===== config.mk =====
export PLATFORM = sky130hd
export DESIGN_NAME = i2c_master_bit_sequencer_unit
export DESIGN_NICKNAME = d
export VERILOG_FILES = /design/src/hw/rtl/i2cms_pkg.sv /design/src/hw/rtl/i2cms_front.sv /design/src/hw/rtl/i2cms_cmd_queue.sv /design/src/hw/rtl/i2cms_back.sv /design/src/hw/rtl/i2c_master_bit_sequencer_unit.sv
export SDC_FILE = /design/constraint.sdc
export NUM_CORES = 1
export LEC_CHECK = 0
export ABC_AREA = 0
export BUFFER_PORTS_ARGS = -buffer_cell sky130_fd_sc_hd__buf_2
export CELL_PAD_IN_SITES_DETAIL_PLACEMENT = 1
export CELL_PAD_IN_SITES_GLOBAL_PLACEMENT = 1
export CORE_ASPECT_RATIO = 0.8
export CORE_MARGIN = 8
export CORE_UTILIZATION = 44
export CTS_CLUSTER_DIAMETER = 100
export DETAILED_ROUTE_END_ITERATION = 7
export PLACE_DENSITY = 0.89
export RECOVER_POWER = 100
export SLEW_MARGIN = 20
export SYNTH_ARGS = -nofsm -noshare
export SYNTH_HDL_FRONTEND = slang
export SYNTH_HIERARCHICAL = 1
export SYNTH_SLANG_ARGS = --single-unit

===== constraint.sdc =====
create_clock -name i_clk -period 2.42 [get_ports i_clk]
set_input_delay 0.363 -clock i_clk [delete_from_list [all_inputs] [get_ports i_clk]]
set_output_delay 0.363 -clock i_clk [all_outputs]
set_load 0.01 [all_outputs]

===== src/hw/rtl/i2cms_pkg.sv =====
// Shared types and constants for the I2C master bit sequencer.
// Used by the front end, the command queue, the sequencer and the top level.
package i2cms_pkg;

    // Command codes carried on the input tuser field.
    typedef enum logic [2:0] {
        OP_START    = 3'd0,
        OP_STOP     = 3'd1,
        OP_WRITE    = 3'd2,
        OP_READ     = 3'd3,
        OP_SEND_ACK = 3'd4,
        OP_RECV_ACK = 3'd5
    } t_opcode;

    // One classified command as it travels through the queue.
    typedef struct packed {
        t_opcode    op;
        logic [7:0] tx_byte;
        logic       ack_out;
        logic [7:0] bus_levels;
    } t_cmd;

    // Sequencer states.
    typedef enum logic {
        SEQ_IDLE,
        SEQ_RUN
    } t_seq_state;

    localparam int          CMD_QUEUE_DEPTH = 2;
    localparam logic [15:0] HOLD_RESET      = 16'd720;
    localparam logic [2:0]  BIT_LAST        = 3'd7;
    localparam logic [1:0]  PHASE_LOW       = 2'd2;
    localparam logic [1:0]  PHASE_START_END = 2'd3;
    localparam logic [7:0]  MSB_MASK        = 8'h80;

endpackage


===== src/hw/rtl/i2cms_front.sv =====
// Front end: accepts command words, drops unused opcodes and registers the rest.
// Depends on i2cms_pkg for the command struct and opcode codes.
module i2cms_front
    import i2cms_pkg::*;
(
    input  logic        i_clk,
    input  logic        i_rst_n,
    input  logic        i_valid,
    output logic        o_ready,
    input  logic [2:0]  i_opcode,
    input  logic [7:0]  i_tx_byte,
    input  logic        i_ack_out,
    input  logic [7:0]  i_bus_levels,
    output logic        o_cmd_valid,
    input  logic        i_cmd_ready,
    output t_cmd        o_cmd
);

    logic r_valid;
    t_cmd r_cmd;
    logic w_known;

    // Only the six defined opcodes produce any line activity.
    assign w_known = (i_opcode <= OP_RECV_ACK);
    assign o_ready = !r_valid || i_cmd_ready;

    // Single holding register in front of the queue.
    always_ff @(posedge i_clk) begin
        if (!i_rst_n) begin
            r_valid <= 1'b0;
        end else if (o_ready) begin
            r_valid <= i_valid && w_known;
        end
    end

    always_ff @(posedge i_clk) begin
        if (o_ready && i_valid && w_known) begin
            r_cmd.op         <= t_opcode'(i_opcode);
            r_cmd.tx_byte    <= i_tx_byte;
            r_cmd.ack_out    <= i_ack_out;
            r_cmd.bus_levels <= i_bus_levels;
        end
    end

    assign o_cmd_valid = r_valid;
    assign o_cmd       = r_cmd;

endmodule


===== src/hw/rtl/i2cms_cmd_queue.sv =====
// Short command queue decoupling the front end from the line sequencer.
// Depends on i2cms_pkg for the command struct.
module i2cms_cmd_queue
    import i2cms_pkg::*;
#(
    parameter int DEPTH = CMD_QUEUE_DEPTH
) (
    input  logic i_clk,
    input  logic i_rst_n,
    input  logic i_push_valid,
    output logic o_push_ready,
    input  t_cmd i_push_cmd,
    output logic o_pop_valid,
    input  logic i_pop_ready,
    output t_cmd o_pop_cmd
);

    localparam int PW = $clog2(DEPTH);
    localparam int CW = $clog2(DEPTH + 1);
    localparam logic [PW-1:0] PTR_LAST = PW'(DEPTH - 1);
    localparam logic [CW-1:0] CNT_FULL = CW'(DEPTH);

    t_cmd          r_mem [DEPTH];
    logic [PW-1:0] r_wr_ptr;
    logic [PW-1:0] r_rd_ptr;
    logic [CW-1:0] r_count;
    logic          w_push;
    logic          w_pop;

    assign o_push_ready = (r_count != CNT_FULL);
    assign o_pop_valid  = (r_count != '0);
    assign w_push       = i_push_valid && o_push_ready;
    assign w_pop        = o_pop_valid && i_pop_ready;
    assign o_pop_cmd    = r_mem[r_rd_ptr];

    // Storage write.
    always_ff @(posedge i_clk) begin
        if (w_push) begin
            r_mem[r_wr_ptr] <= i_push_cmd;
        end
    end

    // Pointers and fill count.
    always_ff @(posedge i_clk) begin
        if (!i_rst_n) begin
            r_wr_ptr <= '0;
            r_rd_ptr <= '0;
            r_count  <= '0;
        end else begin
            if (w_push) begin
                r_wr_ptr <= (r_wr_ptr == PTR_LAST) ? '0 : r_wr_ptr + 1'b1;
            end
            if (w_pop) begin
                r_rd_ptr <= (r_rd_ptr == PTR_LAST) ? '0 : r_rd_ptr + 1'b1;
            end
            if (w_push && !w_pop) begin
                r_count <= r_count + 1'b1;
            end else if (w_pop && !w_push) begin
                r_count <= r_count - 1'b1;
            end
        end
    end

endmodule


===== src/hw/rtl/i2cms_back.sv =====
// Line sequencer: walks each command through its SCL/SDA steps and paces them.
// Depends on i2cms_pkg for the command struct, opcodes and state type.
module i2cms_back
    import i2cms_pkg::*;
(
    input  logic        i_clk,
    input  logic        i_rst_n,
    input  logic [15:0] i_hold_cycles,
    input  logic        i_cmd_valid,
    output logic        o_cmd_ready,
    input  t_cmd        i_cmd,
    output logic        o_valid,
    input  logic        i_ready,
    output logic        o_scl_level,
    output logic        o_sda_level,
    output logic        o_is_sample,
    output logic [7:0]  o_rx_byte,
    output logic        o_ack_in,
    output logic        o_last
);

    t_seq_state  r_state, n_state;
    t_cmd        r_cmd;
    logic [1:0]  r_phase, n_phase;
    logic [2:0]  r_bit, n_bit;
    logic        r_lead, n_lead;
    logic        r_scl, n_scl;
    logic        r_sda, n_sda;
    logic [15:0] r_hold;

    logic        r_out_valid;
    logic        r_out_scl, r_out_sda, r_out_smp, r_out_ack, r_out_last;
    logic [7:0]  r_out_rx;

    logic        w_issue;
    logic        w_smp;
    logic        w_ack;
    logic        w_fin;
    logic [7:0]  w_rx;
    logic        w_load;

    // A step goes out once the hold time has run and the output slot is free.
    assign w_issue     = (r_state == SEQ_RUN) && (r_hold == '0) &&
                         (!r_out_valid || i_ready);
    assign o_cmd_ready = (r_state == SEQ_IDLE);
    assign w_load      = o_cmd_ready && i_cmd_valid;

    // Step decode: the line change and reported fields for the current step.
    always_comb begin
        n_scl = r_scl;
        n_sda = r_sda;
        w_smp = 1'b0;
        w_rx  = '0;
        w_ack = 1'b0;
        w_fin = 1'b0;
        unique case (r_cmd.op)
            OP_START: begin
                unique case (r_phase)
                    2'd0:    n_sda = 1'b1;
                    2'd1:    n_scl = 1'b1;
                    2'd2:    n_sda = 1'b0;
                    default: begin
                        n_scl = 1'b0;
                        w_fin = 1'b1;
                    end
                endcase
            end
            OP_STOP: begin
                unique case (r_phase)
                    2'd0:    n_sda = 1'b0;
                    2'd1:    n_scl = 1'b1;
                    default: begin
                        n_sda = 1'b1;
                        w_fin = 1'b1;
                    end
                endcase
            end
            OP_WRITE: begin
                unique case (r_phase)
                    2'd0:    n_sda = |(r_cmd.tx_byte & (MSB_MASK >> r_bit));
                    2'd1:    n_scl = 1'b1;
                    default: begin
                        n_scl = 1'b0;
                        w_fin = (r_bit == BIT_LAST);
                    end
                endcase
            end
            OP_SEND_ACK: begin
                unique case (r_phase)
                    2'd0:    n_sda = r_cmd.ack_out;
                    2'd1:    n_scl = 1'b1;
                    default: begin
                        n_scl = 1'b0;
                        w_fin = 1'b1;
                    end
                endcase
            end
            OP_READ, OP_RECV_ACK: begin
                if (r_lead) begin
                    n_sda = 1'b1;
                end else begin
                    unique case (r_phase)
                        2'd0:    n_scl = 1'b1;
                        2'd1:    w_smp = 1'b1;
                        default: begin
                            n_scl = 1'b0;
                            if (r_cmd.op == OP_READ) begin
                                // After eight samples the byte equals the levels seen.
                                w_fin = (r_bit == BIT_LAST);
                                w_rx  = w_fin ? r_cmd.bus_levels : 8'h00;
                            end else begin
                                w_fin = 1'b1;
                                w_ack = r_cmd.bus_levels[7];
                            end
                        end
                    endcase
                end
            end
            default: ;
        endcase
    end

    // Step counters and state: next values.
    always_comb begin
        n_state = r_state;
        n_phase = r_phase;
        n_bit   = r_bit;
        n_lead  = r_lead;
        unique case (r_state)
            SEQ_IDLE: begin
                if (w_load) begin
                    n_state = SEQ_RUN;
                    n_phase = '0;
                    n_bit   = '0;
                    n_lead  = (i_cmd.op == OP_READ) || (i_cmd.op == OP_RECV_ACK);
                end
            end
            SEQ_RUN: begin
                if (w_issue) begin
                    if (w_fin) begin
                        n_state = SEQ_IDLE;
                    end else if (r_lead) begin
                        n_lead = 1'b0;
                    end else if (r_cmd.op == OP_START) begin
                        n_phase = r_phase + 1'b1;
                    end else if (r_phase == PHASE_LOW) begin
                        n_phase = '0;
                        n_bit   = r_bit + 1'b1;
                    end else begin
                        n_phase = r_phase + 1'b1;
                    end
                end
            end
            default: n_state = SEQ_IDLE;
        endcase
    end

    // Control registers, held line levels and hold timer.
    // The timer is loaded with one less than the hold value, or zero for a hold of 0 or 1.
    always_ff @(posedge i_clk) begin
        if (!i_rst_n) begin
            r_state     <= SEQ_IDLE;
            r_phase     <= '0;
            r_bit       <= '0;
            r_lead      <= 1'b0;
            r_scl       <= 1'b1;
            r_sda       <= 1'b1;
            r_hold      <= '0;
            r_out_valid <= 1'b0;
        end else begin
            r_state <= n_state;
            r_phase <= n_phase;
            r_bit   <= n_bit;
            r_lead  <= n_lead;
            if (w_issue) begin
                r_scl       <= n_scl;
                r_sda       <= n_sda;
                r_hold      <= (i_hold_cycles > 16'd1) ? i_hold_cycles - 16'd1 : '0;
                r_out_valid <= 1'b1;
            end else begin
                if (r_hold != '0) begin
                    r_hold <= r_hold - 1'b1;
                end
                if (i_ready) begin
                    r_out_valid <= 1'b0;
                end
            end
        end
    end

    // Command and output payload registers.
    always_ff @(posedge i_clk) begin
        if (w_load) begin
            r_cmd <= i_cmd;
        end
        if (w_issue) begin
            r_out_scl  <= n_scl;
            r_out_sda  <= n_sda;
            r_out_smp  <= w_smp;
            r_out_rx   <= w_rx;
            r_out_ack  <= w_ack;
            r_out_last <= w_fin;
        end
    end

    assign o_valid     = r_out_valid;
    assign o_scl_level = r_out_scl;
    assign o_sda_level = r_out_sda;
    assign o_is_sample = r_out_smp;
    assign o_rx_byte   = r_out_rx;
    assign o_ack_in    = r_out_ack;
    assign o_last      = r_out_last;

    // No step leaves before its predecessor's hold time has run out.
    a_hold_respected: assert property (@(posedge i_clk) disable iff (!i_rst_n)
        w_issue |-> (r_hold == '0))
        else $error("step issued while hold timer running");

    // The final step of a command returns the sequencer to idle.
    a_last_ends_run: assert property (@(posedge i_clk) disable iff (!i_rst_n)
        (w_issue && w_fin) |=> (r_state == SEQ_IDLE))
        else $error("sequencer still running after final step");

    // A sample point always sees SCL released.
    a_sample_scl_high: assert property (@(posedge i_clk) disable iff (!i_rst_n)
        (r_out_valid && r_out_smp) |-> r_out_scl)
        else $error("sample step with SCL low");

    // Only the start sequence reaches its fourth phase.
    a_phase_range: assert property (@(posedge i_clk) disable iff (!i_rst_n)
        ((r_state == SEQ_RUN) && (r_phase == PHASE_START_END)) |-> (r_cmd.op == OP_START))
        else $error("phase out of range for command");

endmodule


===== src/hw/rtl/i2c_master_bit_sequencer_unit.sv =====
// I2C master bit sequencer. Each command word (start or repeated start, stop, write byte,
// read byte, send ack, receive ack) expands into a run of 3 to 25 line steps on the
// output stream, each giving the SCL and SDA levels (1 released) with tlast on the final
// step; read steps report the sampled byte or acknowledge on that final step. Successive
// steps are paced by the hold timer in the sequencer, which is loaded from step_hold_cycles;
// with a hold of 0 or 1 one step leaves per cycle while the output stream is not stalled,
// and the sequencer passes through its idle state between commands. Opcodes 6 and 7 are
// accepted and produce no steps. A two-entry command queue lets new commands be taken
// while the sequencer is busy.
module i2c_master_bit_sequencer_unit
    import i2cms_pkg::*;
#(
    parameter int QUEUE_DEPTH = CMD_QUEUE_DEPTH
) (
    input  logic        i_clk,
    input  logic        i_rst_n,
    // Command stream.
    input  logic        s_axis_tvalid,
    output logic        s_axis_tready,
    input  logic [23:0] s_axis_tdata,   // [7:0] tx_byte, [8] ack_out, [16:9] bus_levels
    input  logic [2:0]  s_axis_tuser,   // [2:0] opcode
    // Step stream.
    output logic        m_axis_tvalid,
    input  logic        m_axis_tready,
    output logic [15:0] m_axis_tdata,   // [0] scl_level, [1] sda_level, [9:2] rx_byte,
                                        // [10] ack_in
    output logic [0:0]  m_axis_tuser,   // [0] is_sample
    output logic        m_axis_tlast,
    // Register port.
    input  logic        psel,
    input  logic        penable,
    input  logic        pwrite,
    input  logic [2:0]  paddr,
    input  logic [31:0] pwdata,
    output logic [31:0] prdata,
    output logic        pready
);

    logic [15:0] r_hold_cycles;
    logic        w_front_valid;
    logic        w_front_ready;
    t_cmd        w_front_cmd;
    logic        w_q_valid;
    logic        w_q_ready;
    t_cmd        w_q_cmd;
    logic        w_scl, w_sda, w_smp, w_ack;
    logic [7:0]  w_rx;

    // Register file: step_hold_cycles at byte address 0.
    assign pready = 1'b1;
    always_ff @(posedge i_clk) begin
        if (!i_rst_n) begin
            r_hold_cycles <= HOLD_RESET;
        end else if (psel && penable && pwrite && pready && !paddr[2]) begin
            r_hold_cycles <= pwdata[15:0];
        end
    end
    assign prdata = paddr[2] ? 32'h0 : {16'h0, r_hold_cycles};

    i2cms_front u_front (
        .i_clk        (i_clk),
        .i_rst_n      (i_rst_n),
        .i_valid      (s_axis_tvalid),
        .o_ready      (s_axis_tready),
        .i_opcode     (s_axis_tuser),
        .i_tx_byte    (s_axis_tdata[7:0]),
        .i_ack_out    (s_axis_tdata[8]),
        .i_bus_levels (s_axis_tdata[16:9]),
        .o_cmd_valid  (w_front_valid),
        .i_cmd_ready  (w_front_ready),
        .o_cmd        (w_front_cmd)
    );

    i2cms_cmd_queue #(
        .DEPTH (QUEUE_DEPTH)
    ) u_queue (
        .i_clk        (i_clk),
        .i_rst_n      (i_rst_n),
        .i_push_valid (w_front_valid),
        .o_push_ready (w_front_ready),
        .i_push_cmd   (w_front_cmd),
        .o_pop_valid  (w_q_valid),
        .i_pop_ready  (w_q_ready),
        .o_pop_cmd    (w_q_cmd)
    );

    i2cms_back u_back (
        .i_clk         (i_clk),
        .i_rst_n       (i_rst_n),
        .i_hold_cycles (r_hold_cycles),
        .i_cmd_valid   (w_q_valid),
        .o_cmd_ready   (w_q_ready),
        .i_cmd         (w_q_cmd),
        .o_valid       (m_axis_tvalid),
        .i_ready       (m_axis_tready),
        .o_scl_level   (w_scl),
        .o_sda_level   (w_sda),
        .o_is_sample   (w_smp),
        .o_rx_byte     (w_rx),
        .o_ack_in      (w_ack),
        .o_last        (m_axis_tlast)
    );

    // Pack the step fields onto the output stream.
    assign m_axis_tdata = {5'b0, w_ack, w_rx, w_sda, w_scl};
    assign m_axis_tuser = w_smp;

endmodule

==> summary.txt, run 1 <==
run status - finished clean
Max Freq - 436 MHz
source-to-sink clock delay at the later pin of the worst-skew pair - 0.44 ns
Top-Level Pins - 122
share of total power in sequential cells - 42.4%
drt initial violations - 389
max-slew violation total from the final report - 0
antenna viol nets, final - 0
Rel. slew slack - 17.6%
most used cells in the layout excluding fill and tap cells - 93 x sky130_fd_sc_hd__edfxtp_1, 48 x sky130_fd_sc_hd__nand2_1, 48 x sky130_fd_sc_hd__dfxtp_1
category of the most critical setup path - reg2reg
total inserted antenna cells - 0
required arrival time at the worst endpoint - 2.78 ns
clock network fraction of total power - 32.3%
Total Neg Setup Slack - 0 ns
leading cell type in the layout, fill and taps excluded - sky130_fd_sc_hd__edfxtp_1
area of the core region - 0.0143 sq mm
internal power summed over all cells - 5.49 mW
cells on worst reg2reg path - 6
startpoint class of the critical path - register
net count reported at finish - 704
worst hold path depth - 1
TritonRoute pass-1 iters - 4
chip width - 152 um
starting density of the core - 45.3%
flip-flop cell with the highest count after synthesis - sky130_fd_sc_hd__edfxtp_1
leakage dissipation - 2.80 nW
clock sinks - 141
via-per-instance ratio - 5.32
number of violations of the max-capacitance limit - 0
RD Place Congestion - 0.800
crit path time final - 2.30 ns
Yosys cell types - 65
DRC violations left - 0
height of the chip - 125 um
Logic pwr share - 25.3%
total net switching power - 2.56 mW
CTS tree - done
clock-pin slew on the worst setup and hold paths - 0.06 ns
sum of overflow across all layers after global routing - 0
wire length of the first global-routing pass - 26,500 um
estimated wirelength of the detail-placed design - 11,400 um
total standard cell area after synthesis - 0.00650 sq mm
Num CTS Buffers - 17
number of buffers on the longest clock path - 2
Final Hold Fails - 0
floorplan row count - 39
kind of end point of the critical path - register
# fillers - 1,541
critical path peak fanout - 6
number of input and output port buffers inserted - 74
Sw Ratio - 31.8%
root cell of the clock tree - sky130_fd_sc_hd__clkbuf_16
unrepaired setup endpoints after global routing - false
Arrival @ worst endpoint - 2.65 ns
initial antenna violation count - 0
via count of the first global-routing pass - 4,812
Clock H-tree levels - 4
count of warnings emitted by yosys - 6
final setup vio count - 0
mean area per synthesized cell - 12.1 sq um
hold_buf cts - 0
peak supply drop - 0.000605 V
Post-synth ARST share - 0%
Total Die Area - 0.0190 sq mm
synth-to-layout area growth - 15.8%
share of final-layout standard cells stronger than drive strength 1 - 19.9%
final worst path period share - 94.9%
largest net degree at the start of global routing - 34
Avg WL per Cell - 20.7 um
end-of-flow core utilization - 52.5%
transition time of the tightest slew-check pin - 1.24 ns
sequential area share after synthesis - 57.7%
Post-Route Skew - 0.0133 ns
routed via count - 4,365
post-synthesis cell count - 536
path class of the lowest-slack min-delay path - in2reg
total of flip-flops plus latches after synthesis - 141
routed wire length - 17,000 um
Post-synth EDFFs - 93
power density of the placed cells - 1070 mW/mm^2
Tot GR Track Use - 17.9%
==> stage by stage <==
stage | total power, mW | hold slack [ns] | area [sq um] | std cells | setup slack (ns)
after floorplan | 4.79 | 0.421 | 6580 | 556 | 0.333
after global placement | 5.17 | 0.425 | 7030 | 787 | 0.178
after detailed placement | 5.38 | 0.436 | 7030 | 787 | 0.0643
after CTS | 8.13 | 0.0818 | 7640 | 821 | 0.0530
after global routing | 8.39 | 0.0834 | 7530 | 821 | 0.0166
final | 8.05 | 0.102 | 7530 | 821 | 0.124
==> final cells by class <==
class | count | area, sq um | area share [%]
Multi-Input combinational cell | 354 | 2430 | 32.3
Sequential cell | 141 | 3750 | 49.8
Clock buffer | 19 | 433 | 5.75
Inverter | 14 | 57.6 | 0.764
Clock inverter | 13 | 149 | 1.98
Timing Repair Buffer | 96 | 479 | 6.36
Tap cell | 184 | 230 | 3.06
==> state kept, by name (all words and copies together) (netlist names), 2 cells and up, named ones only <==
| signal | cells |
|---|---|
| r_hold_cycles | 16 |
| u_queue/r_mem | 40 |
| u_back/o_rx_byte | 8 |
| u_back/r_hold | 16 |
| u_front/o_cmd | 20 |
| u_queue/r_count | 2 |
| u_back/r_bit | 3 |
| u_back/r_cmd | 20 |
| u_back/r_phase | 2 |
==> synth_stat cells (3+ instances only) <==
| master | number | area (sq um) |
|---|---|---|
| sky130_fd_sc_hd__nor2b_1 | 23 | 144 |
| sky130_fd_sc_hd__a21oi_1 | 6 | 30.0 |
| sky130_fd_sc_hd__nor2_1 | 36 | 135 |
| sky130_fd_sc_hd__edfxtp_1 | 93 | 2790 |
| sky130_fd_sc_hd__or3_1 | 4 | 25.0 |
| sky130_fd_sc_hd__mux2_2 | 20 | 225 |
| sky130_fd_sc_hd__xnor2_1 | 14 | 123 |
| sky130_fd_sc_hd__a22oi_1 | 12 | 90.1 |
| sky130_fd_sc_hd__xor2_1 | 16 | 140 |
| sky130_fd_sc_hd__or2_2 | 3 | 18.8 |
| sky130_fd_sc_hd__buf_4 | 26 | 195 |
| sky130_fd_sc_hd__ha_1 | 11 | 138 |
| sky130_fd_sc_hd__o31ai_1 | 3 | 22.5 |
| sky130_fd_sc_hd__nand2b_1 | 4 | 25.0 |
| sky130_fd_sc_hd__clkbuf_1 | 15 | 56.3 |
| sky130_fd_sc_hd__nand2_1 | 48 | 180 |
| sky130_fd_sc_hd__mux2i_1 | 20 | 200 |
| sky130_fd_sc_hd__dfxtp_1 | 48 | 961 |
| sky130_fd_sc_hd__nor3b_1 | 3 | 22.5 |
| sky130_fd_sc_hd__inv_1 | 13 | 48.8 |
| sky130_fd_sc_hd__and2_1 | 14 | 87.6 |
| sky130_fd_sc_hd__nand4_1 | 4 | 25.0 |
| sky130_fd_sc_hd__nand3b_1 | 4 | 30.0 |
| sky130_fd_sc_hd__o21ai_0 | 14 | 70.1 |
| sky130_fd_sc_hd__nand3_1 | 12 | 60.1 |
| sky130_fd_sc_hd__o211ai_1 | 3 | 22.5 |
| sky130_fd_sc_hd__nor3_1 | 8 | 40.0 |
| sky130_fd_sc_hd__buf_6 | 3 | 33.8 |
| sky130_fd_sc_hd__nor4_1 | 4 | 25.0 |
| sky130_fd_sc_hd__and2b_2 | 6 | 52.6 |
==> layer usage <==
layer	GRT usage [%]	vias to the layer above	routed length, um
li1	-	2048	-
met1	20.2	2153	7110
met2	29.9	137	8530
met3	5.56	27	987
met4	9.41	0	378
met5	0	-	0
==> cell families after synthesis <==
| group | after synthesis | synth area share (%) |
|---|---|---|
| simple gates | 192 | 17.0 |
| flops | 141 | 57.7 |
| buf+inv | 61 | 5.73 |
| compound gates | 59 | 6.77 |
| mux | 40 | 6.54 |
| xor+xnor | 30 | 4.04 |
| fa+ha+maj | 11 | 2.12 |
| other cells | 2 | 0.115 |
==> timing repair <==
item | in CTS | in global routing
setup endpoints to repair | 4 | 7
pin swaps | 1 | 0
setup buffers | 2 | 0
gates resized for setup | 1 | 1
==> final timing paths <==
path | start | slack (ns) | to
setup reg to reg | u_back/r_hold[0] | 0.12 | u_back/r_bit[0]
hold reg to reg | u_front/o_cmd[13] | 0.45 | u_queue/r_mem[0][13]
hold / removal | s_axis_tdata[11] | 0.10 | u_front/o_cmd[2]
setup / recovery | u_back/r_hold[0] | 0.12 | u_back/r_bit[0]
==> power by group through the flow <==
| stage | clock [mW] | sequential [mW] | combinational, mW |
|---|---|---|---|
| after global routing | 2.74 | 3.45 | 2.21 |
| final | 2.60 | 3.41 | 2.04 |
| after CTS | 2.65 | 3.41 | 2.07 |
| after detailed placement | 0 | 3.43 | 1.95 |
| after floorplan | 0 | 3.26 | 1.54 |
| after global placement | 0 | 3.36 | 1.81 |
==> worst max-delay path, cell delays in order, from the launching register on <==
cell and delay (ns):
sky130_fd_sc_hd__dfxtp_1 0.33, sky130_fd_sc_hd__inv_1 0.11, sky130_fd_sc_hd__ha_1 0.14, sky130_fd_sc_hd__or4b_1 0.51, sky130_fd_sc_hd__or3_4 0.44, sky130_fd_sc_hd__nor3_2 0.43, sky130_fd_sc_hd__mux2i_1 0.25
(Power assumes the default switching activity.)
==> run 2, diff against run 1 <==
--- a/config.mk
+++ b/config.mk
@@ -14,10 +14,9 @@
 export CORE_UTILIZATION = 44
 export CTS_CLUSTER_DIAMETER = 100
 export DETAILED_ROUTE_END_ITERATION = 7
-export PLACE_DENSITY = 0.89
+export PLACE_DENSITY = 0.9
 export RECOVER_POWER = 100
 export SLEW_MARGIN = 20
 export SYNTH_ARGS = -nofsm -noshare
 export SYNTH_HDL_FRONTEND = slang
-export SYNTH_HIERARCHICAL = 1
 export SYNTH_SLANG_ARGS = --single-unit
==> summary.txt, run 2 <==
Post-synth EDFFs - 93 (unchanged)
transition time of the tightest slew-check pin - 1.27 ns (+0.0357 ns)
initial antenna violation count - 0 (unchanged)
clock-pin slew on the worst setup and hold paths - 0.07 ns (about the same)
clock sinks - 141 (unchanged)
height of the chip - 123 um (-1.0%)
routed wire length - 19,800 um (+17%)
Total Die Area - 0.0186 sq mm (-2.1%)
launch point of the worst path - u_back.r_hold[1]
via count of the first global-routing pass - 5,030 (+4.5%)
wire length of the first global-routing pass - 29,300 um (+10%)
antenna viol nets, final - 0 (unchanged)
worst hold path depth - 1 (unchanged)
via-per-instance ratio - 5.96 (+12%)
worst hold slack across all endpoints - 0.105 ns (+0.00320 ns)
most used cells in the layout excluding fill and tap cells - 93 x sky130_fd_sc_hd__edfxtp_1, 64 x sky130_fd_sc_hd__nand2_1, 48 x sky130_fd_sc_hd__dfxtp_1
drt initial violations - 521 (+34%)
total inserted antenna cells - 0 (unchanged)
Num CTS Buffers - 17 (unchanged)
number of input and output port buffers inserted - 74 (unchanged)
estimated wirelength of the detail-placed design - 12,600 um (+11%)
final setup vio count - 0 (unchanged)
count of warnings emitted by yosys - 0 (-6)
startpoint class of the critical path - register
Rel. slew slack - 15.3% (-2.4 points)
TritonRoute pass-1 iters - 7 (+3)
Post-Route Skew - 0.00982 ns (-0.00343 ns)
Placed Cells incl. Taps - 800 (+1.7%)
Clock H-tree levels - 4 (unchanged)
startpoint of the most critical register-to-register path - u_back.r_hold[1]
hold worst-path end - u_front.o_cmd[10]
reg-to-reg slack, setup - 0.04 ns (-0.08 ns)
cells on worst reg2reg path - 7 (+1)
register name with the most flops - u_queue.r_mem
number of buffers on the longest clock path - 2 (unchanged)
max-slew violation total from the final report - 0 (unchanged)
basic-gate share of the synthesized area counting and, or, nand and nor cells - 16.9% (-0.098 points)
cell taking the most area after synthesis - sky130_fd_sc_hd__edfxtp_1
CTS tree - done
final non-filler cell total - 835 (+1.7%)
kind of end point of the critical path - register
RD Place Congestion - 0.881 (+10%)
flip-flop count of the largest register after layout - 40 (unchanged)
largest net degree at the start of global routing - 26 (-24%)
sum of overflow across all layers after global routing - 0 (unchanged)
Tot GR Track Use - 21.1% (+3.2 points)
DRC violations left - 0 (unchanged)
source-to-sink clock delay at the later pin of the worst-skew pair - 0.43 ns (about the same)
adder and majority gate portion of the synthesized area - 1.97% (-0.15 points)
total standard cell area after synthesis - 0.00635 sq mm (-2.4%)
path class of the lowest-slack min-delay path - in2reg
Arrival @ worst endpoint - 2.73 ns (+0.08 ns)
category of the most critical setup path - reg2reg
Top-Level Pins - 122 (unchanged)
Hold Startpoint - s_axis_tdata[1]
chip width - 150 um (-1.1%)
Max Freq - 421 MHz (-3.4%)
share of final-layout standard cells stronger than drive strength 1 - 18.6% (-1.4 points)
share of synthesized area spent on multiplexers - 4.04% (-2.5 points)
root cell of the clock tree - sky130_fd_sc_hd__clkbuf_16
leading post-synthesis cells by instance count - 93 x sky130_fd_sc_hd__edfxtp_1, 64 x sky130_fd_sc_hd__nand2_1, 48 x sky130_fd_sc_hd__dfxtp_1, 35 x sky130_fd_sc_hd__a21oi_1, 26 x sky130_fd_sc_hd__buf_4
final worst path period share - 98.2% (+3.4 points)
sequential area share after synthesis - 59.1% (+1.4 points)
xor-xnor portion of the synthesized cell area - 3.04% (-1.0 points)
run status - finished clean
leakage dissipation - 2.72 nW (-3.1%)
placed inst area - 0.00688 sq mm (-2.1%)
power density of the placed cells - 1080 mW/mm^2 (+0.81%)
end-of-flow core utilization - 52.3% (-0.17 points)
post-synthesis cell count - 552 (+3.0%)
top cells by area in the synthesized netlist - sky130_fd_sc_hd__edfxtp_1 44%, sky130_fd_sc_hd__dfxtp_1 15%, sky130_fd_sc_hd__nand2_1 3.8%
net count reported at finish - 717 (+1.8%)
r2r endpoint - u_back.r_lead
mean area per synthesized cell - 11.5 sq um (-5.2%)
crit path time final - 2.38 ns (+0.0815 ns)
post-synth top area share - 44.0% (+1.0 points)
# fillers - 1,495 (-3.0%)
peak supply drop - 0.000674 V (+11%)
starting density of the core - 44.7% (-0.63 points)
number of violations of the max-capacitance limit - 0 (unchanged)
total of flip-flops plus latches after synthesis - 141 (unchanged)
Avg WL per Cell - 23.8 um (+15%)
Post-synth ARST share - 0% (unchanged)
design area - 0.00743 sq mm (-1.3%)
cell with the most instances after synthesis - sky130_fd_sc_hd__edfxtp_1
critical path peak fanout - 4 (-2)
combinational family with the most area after synthesis - simple AND/OR/NAND/NOR gates
routed via count - 4,979 (+14%)
worst slack after detailed placement - -0.0358 ns (-0.100 ns)
complex-gate fraction of the synthesized area - 9.26% (+2.5 points)
flip-flop cell with the highest count after synthesis - sky130_fd_sc_hd__edfxtp_1
Final Hold Fails - 0 (unchanged)
required arrival time at the worst endpoint - 2.77 ns (about the same)
floorplan row count - 39 (unchanged)
synth-to-layout area growth - 17.0%
hold_buf cts - 0 (unchanged)
Yosys cell types - 65 (unchanged)
area of the core region - 0.0142 sq mm (-1.0%)
post-route worst setup slack - 0.0425 ns (-0.0815 ns)
leading cell type in the layout, fill and taps excluded - sky130_fd_sc_hd__edfxtp_1
[run 2: metal layers]
layer / routed length, um / vias up / track usage [%]
li1: - / 2151 / -
met1: 7670 / 2458 / 24.7
met2: 9790 / 296 / 35.5
met3: 1590 / 74 / 5.63
met4: 783 / 0 / 10.4
met5: 0 / - / 0
[run 2: how the worst max path moves through the flow]
stage                                   end  slack (ns)  cells after the start
after detailed placement    u_back.r_bit[2]       -0.04                      8
after global placement      u_back.r_bit[1]        0.15                      8
after global routing      u_back.r_hold[15]      -0.006                     10
after floorplan            u_back.r_hold[4]        0.16                      9
final                         u_back.r_lead        0.04                      7
after CTS                  u_back.r_hold[4]        0.01                      9
[run 2: cell families after synthesis]
group,after synthesis
buf+inv,65
other cells,2
xor+xnor,22
mux,23
fa+ha+maj,10
flops,141
compound gates,91
simple gates,198
[run 2: layout make-up]
cell class,instances,area (sq um),share of cell area (%)
Sequential cell,141,3750,50.5
Multi-Input combinational cell,366,2360,31.8
Timing Repair Buffer,98,493,6.63
Clock buffer,17,425,5.72
Tap cell,184,230,3.10
Clock inverter,15,115,1.55
Inverter,14,52.6,0.707
[run 2: critical path: stages, from the launching register on]
cell,delay [ns]
sky130_fd_sc_hd__dfxtp_1,0.35
sky130_fd_sc_hd__inv_1,0.15
sky130_fd_sc_hd__ha_4,0.18
sky130_fd_sc_hd__or4b_4,0.51
sky130_fd_sc_hd__or4_4,0.46
sky130_fd_sc_hd__o21ai_0,0.30
sky130_fd_sc_hd__nand2b_1,0.13
sky130_fd_sc_hd__mux2i_1,0.21
[run 2: through the flow]
step            TNS, ns  total power, mW
6_report              0             8.00
5_1_grt        -0.00567             8.27
4_1_cts               0             7.93
3_5_place_dp    -0.0358             5.36
3_3_place_gp          0             5.13
2_1_floorplan         0             4.66
[run 2: power by group]
| part | total [mW] | internal, mW | switching (mW) |
|---|---|---|---|
| clock | 2.40 | 1.32 | 1.08 |
| combinational | 2.18 | 0.852 | 1.33 |
| sequential | 3.42 | 3.04 | 0.377 |
| total | 8.00 | 5.22 | 2.79 |
[run 2: repair_timing]
item / in CTS / in global routing
buffers inserted: 2 / 1
hold endpoints to repair: 0 / 0
pin swaps: 2 / 2
endpoints found under the setup margin: 10 / 37
gates resized for setup: 9 / 1
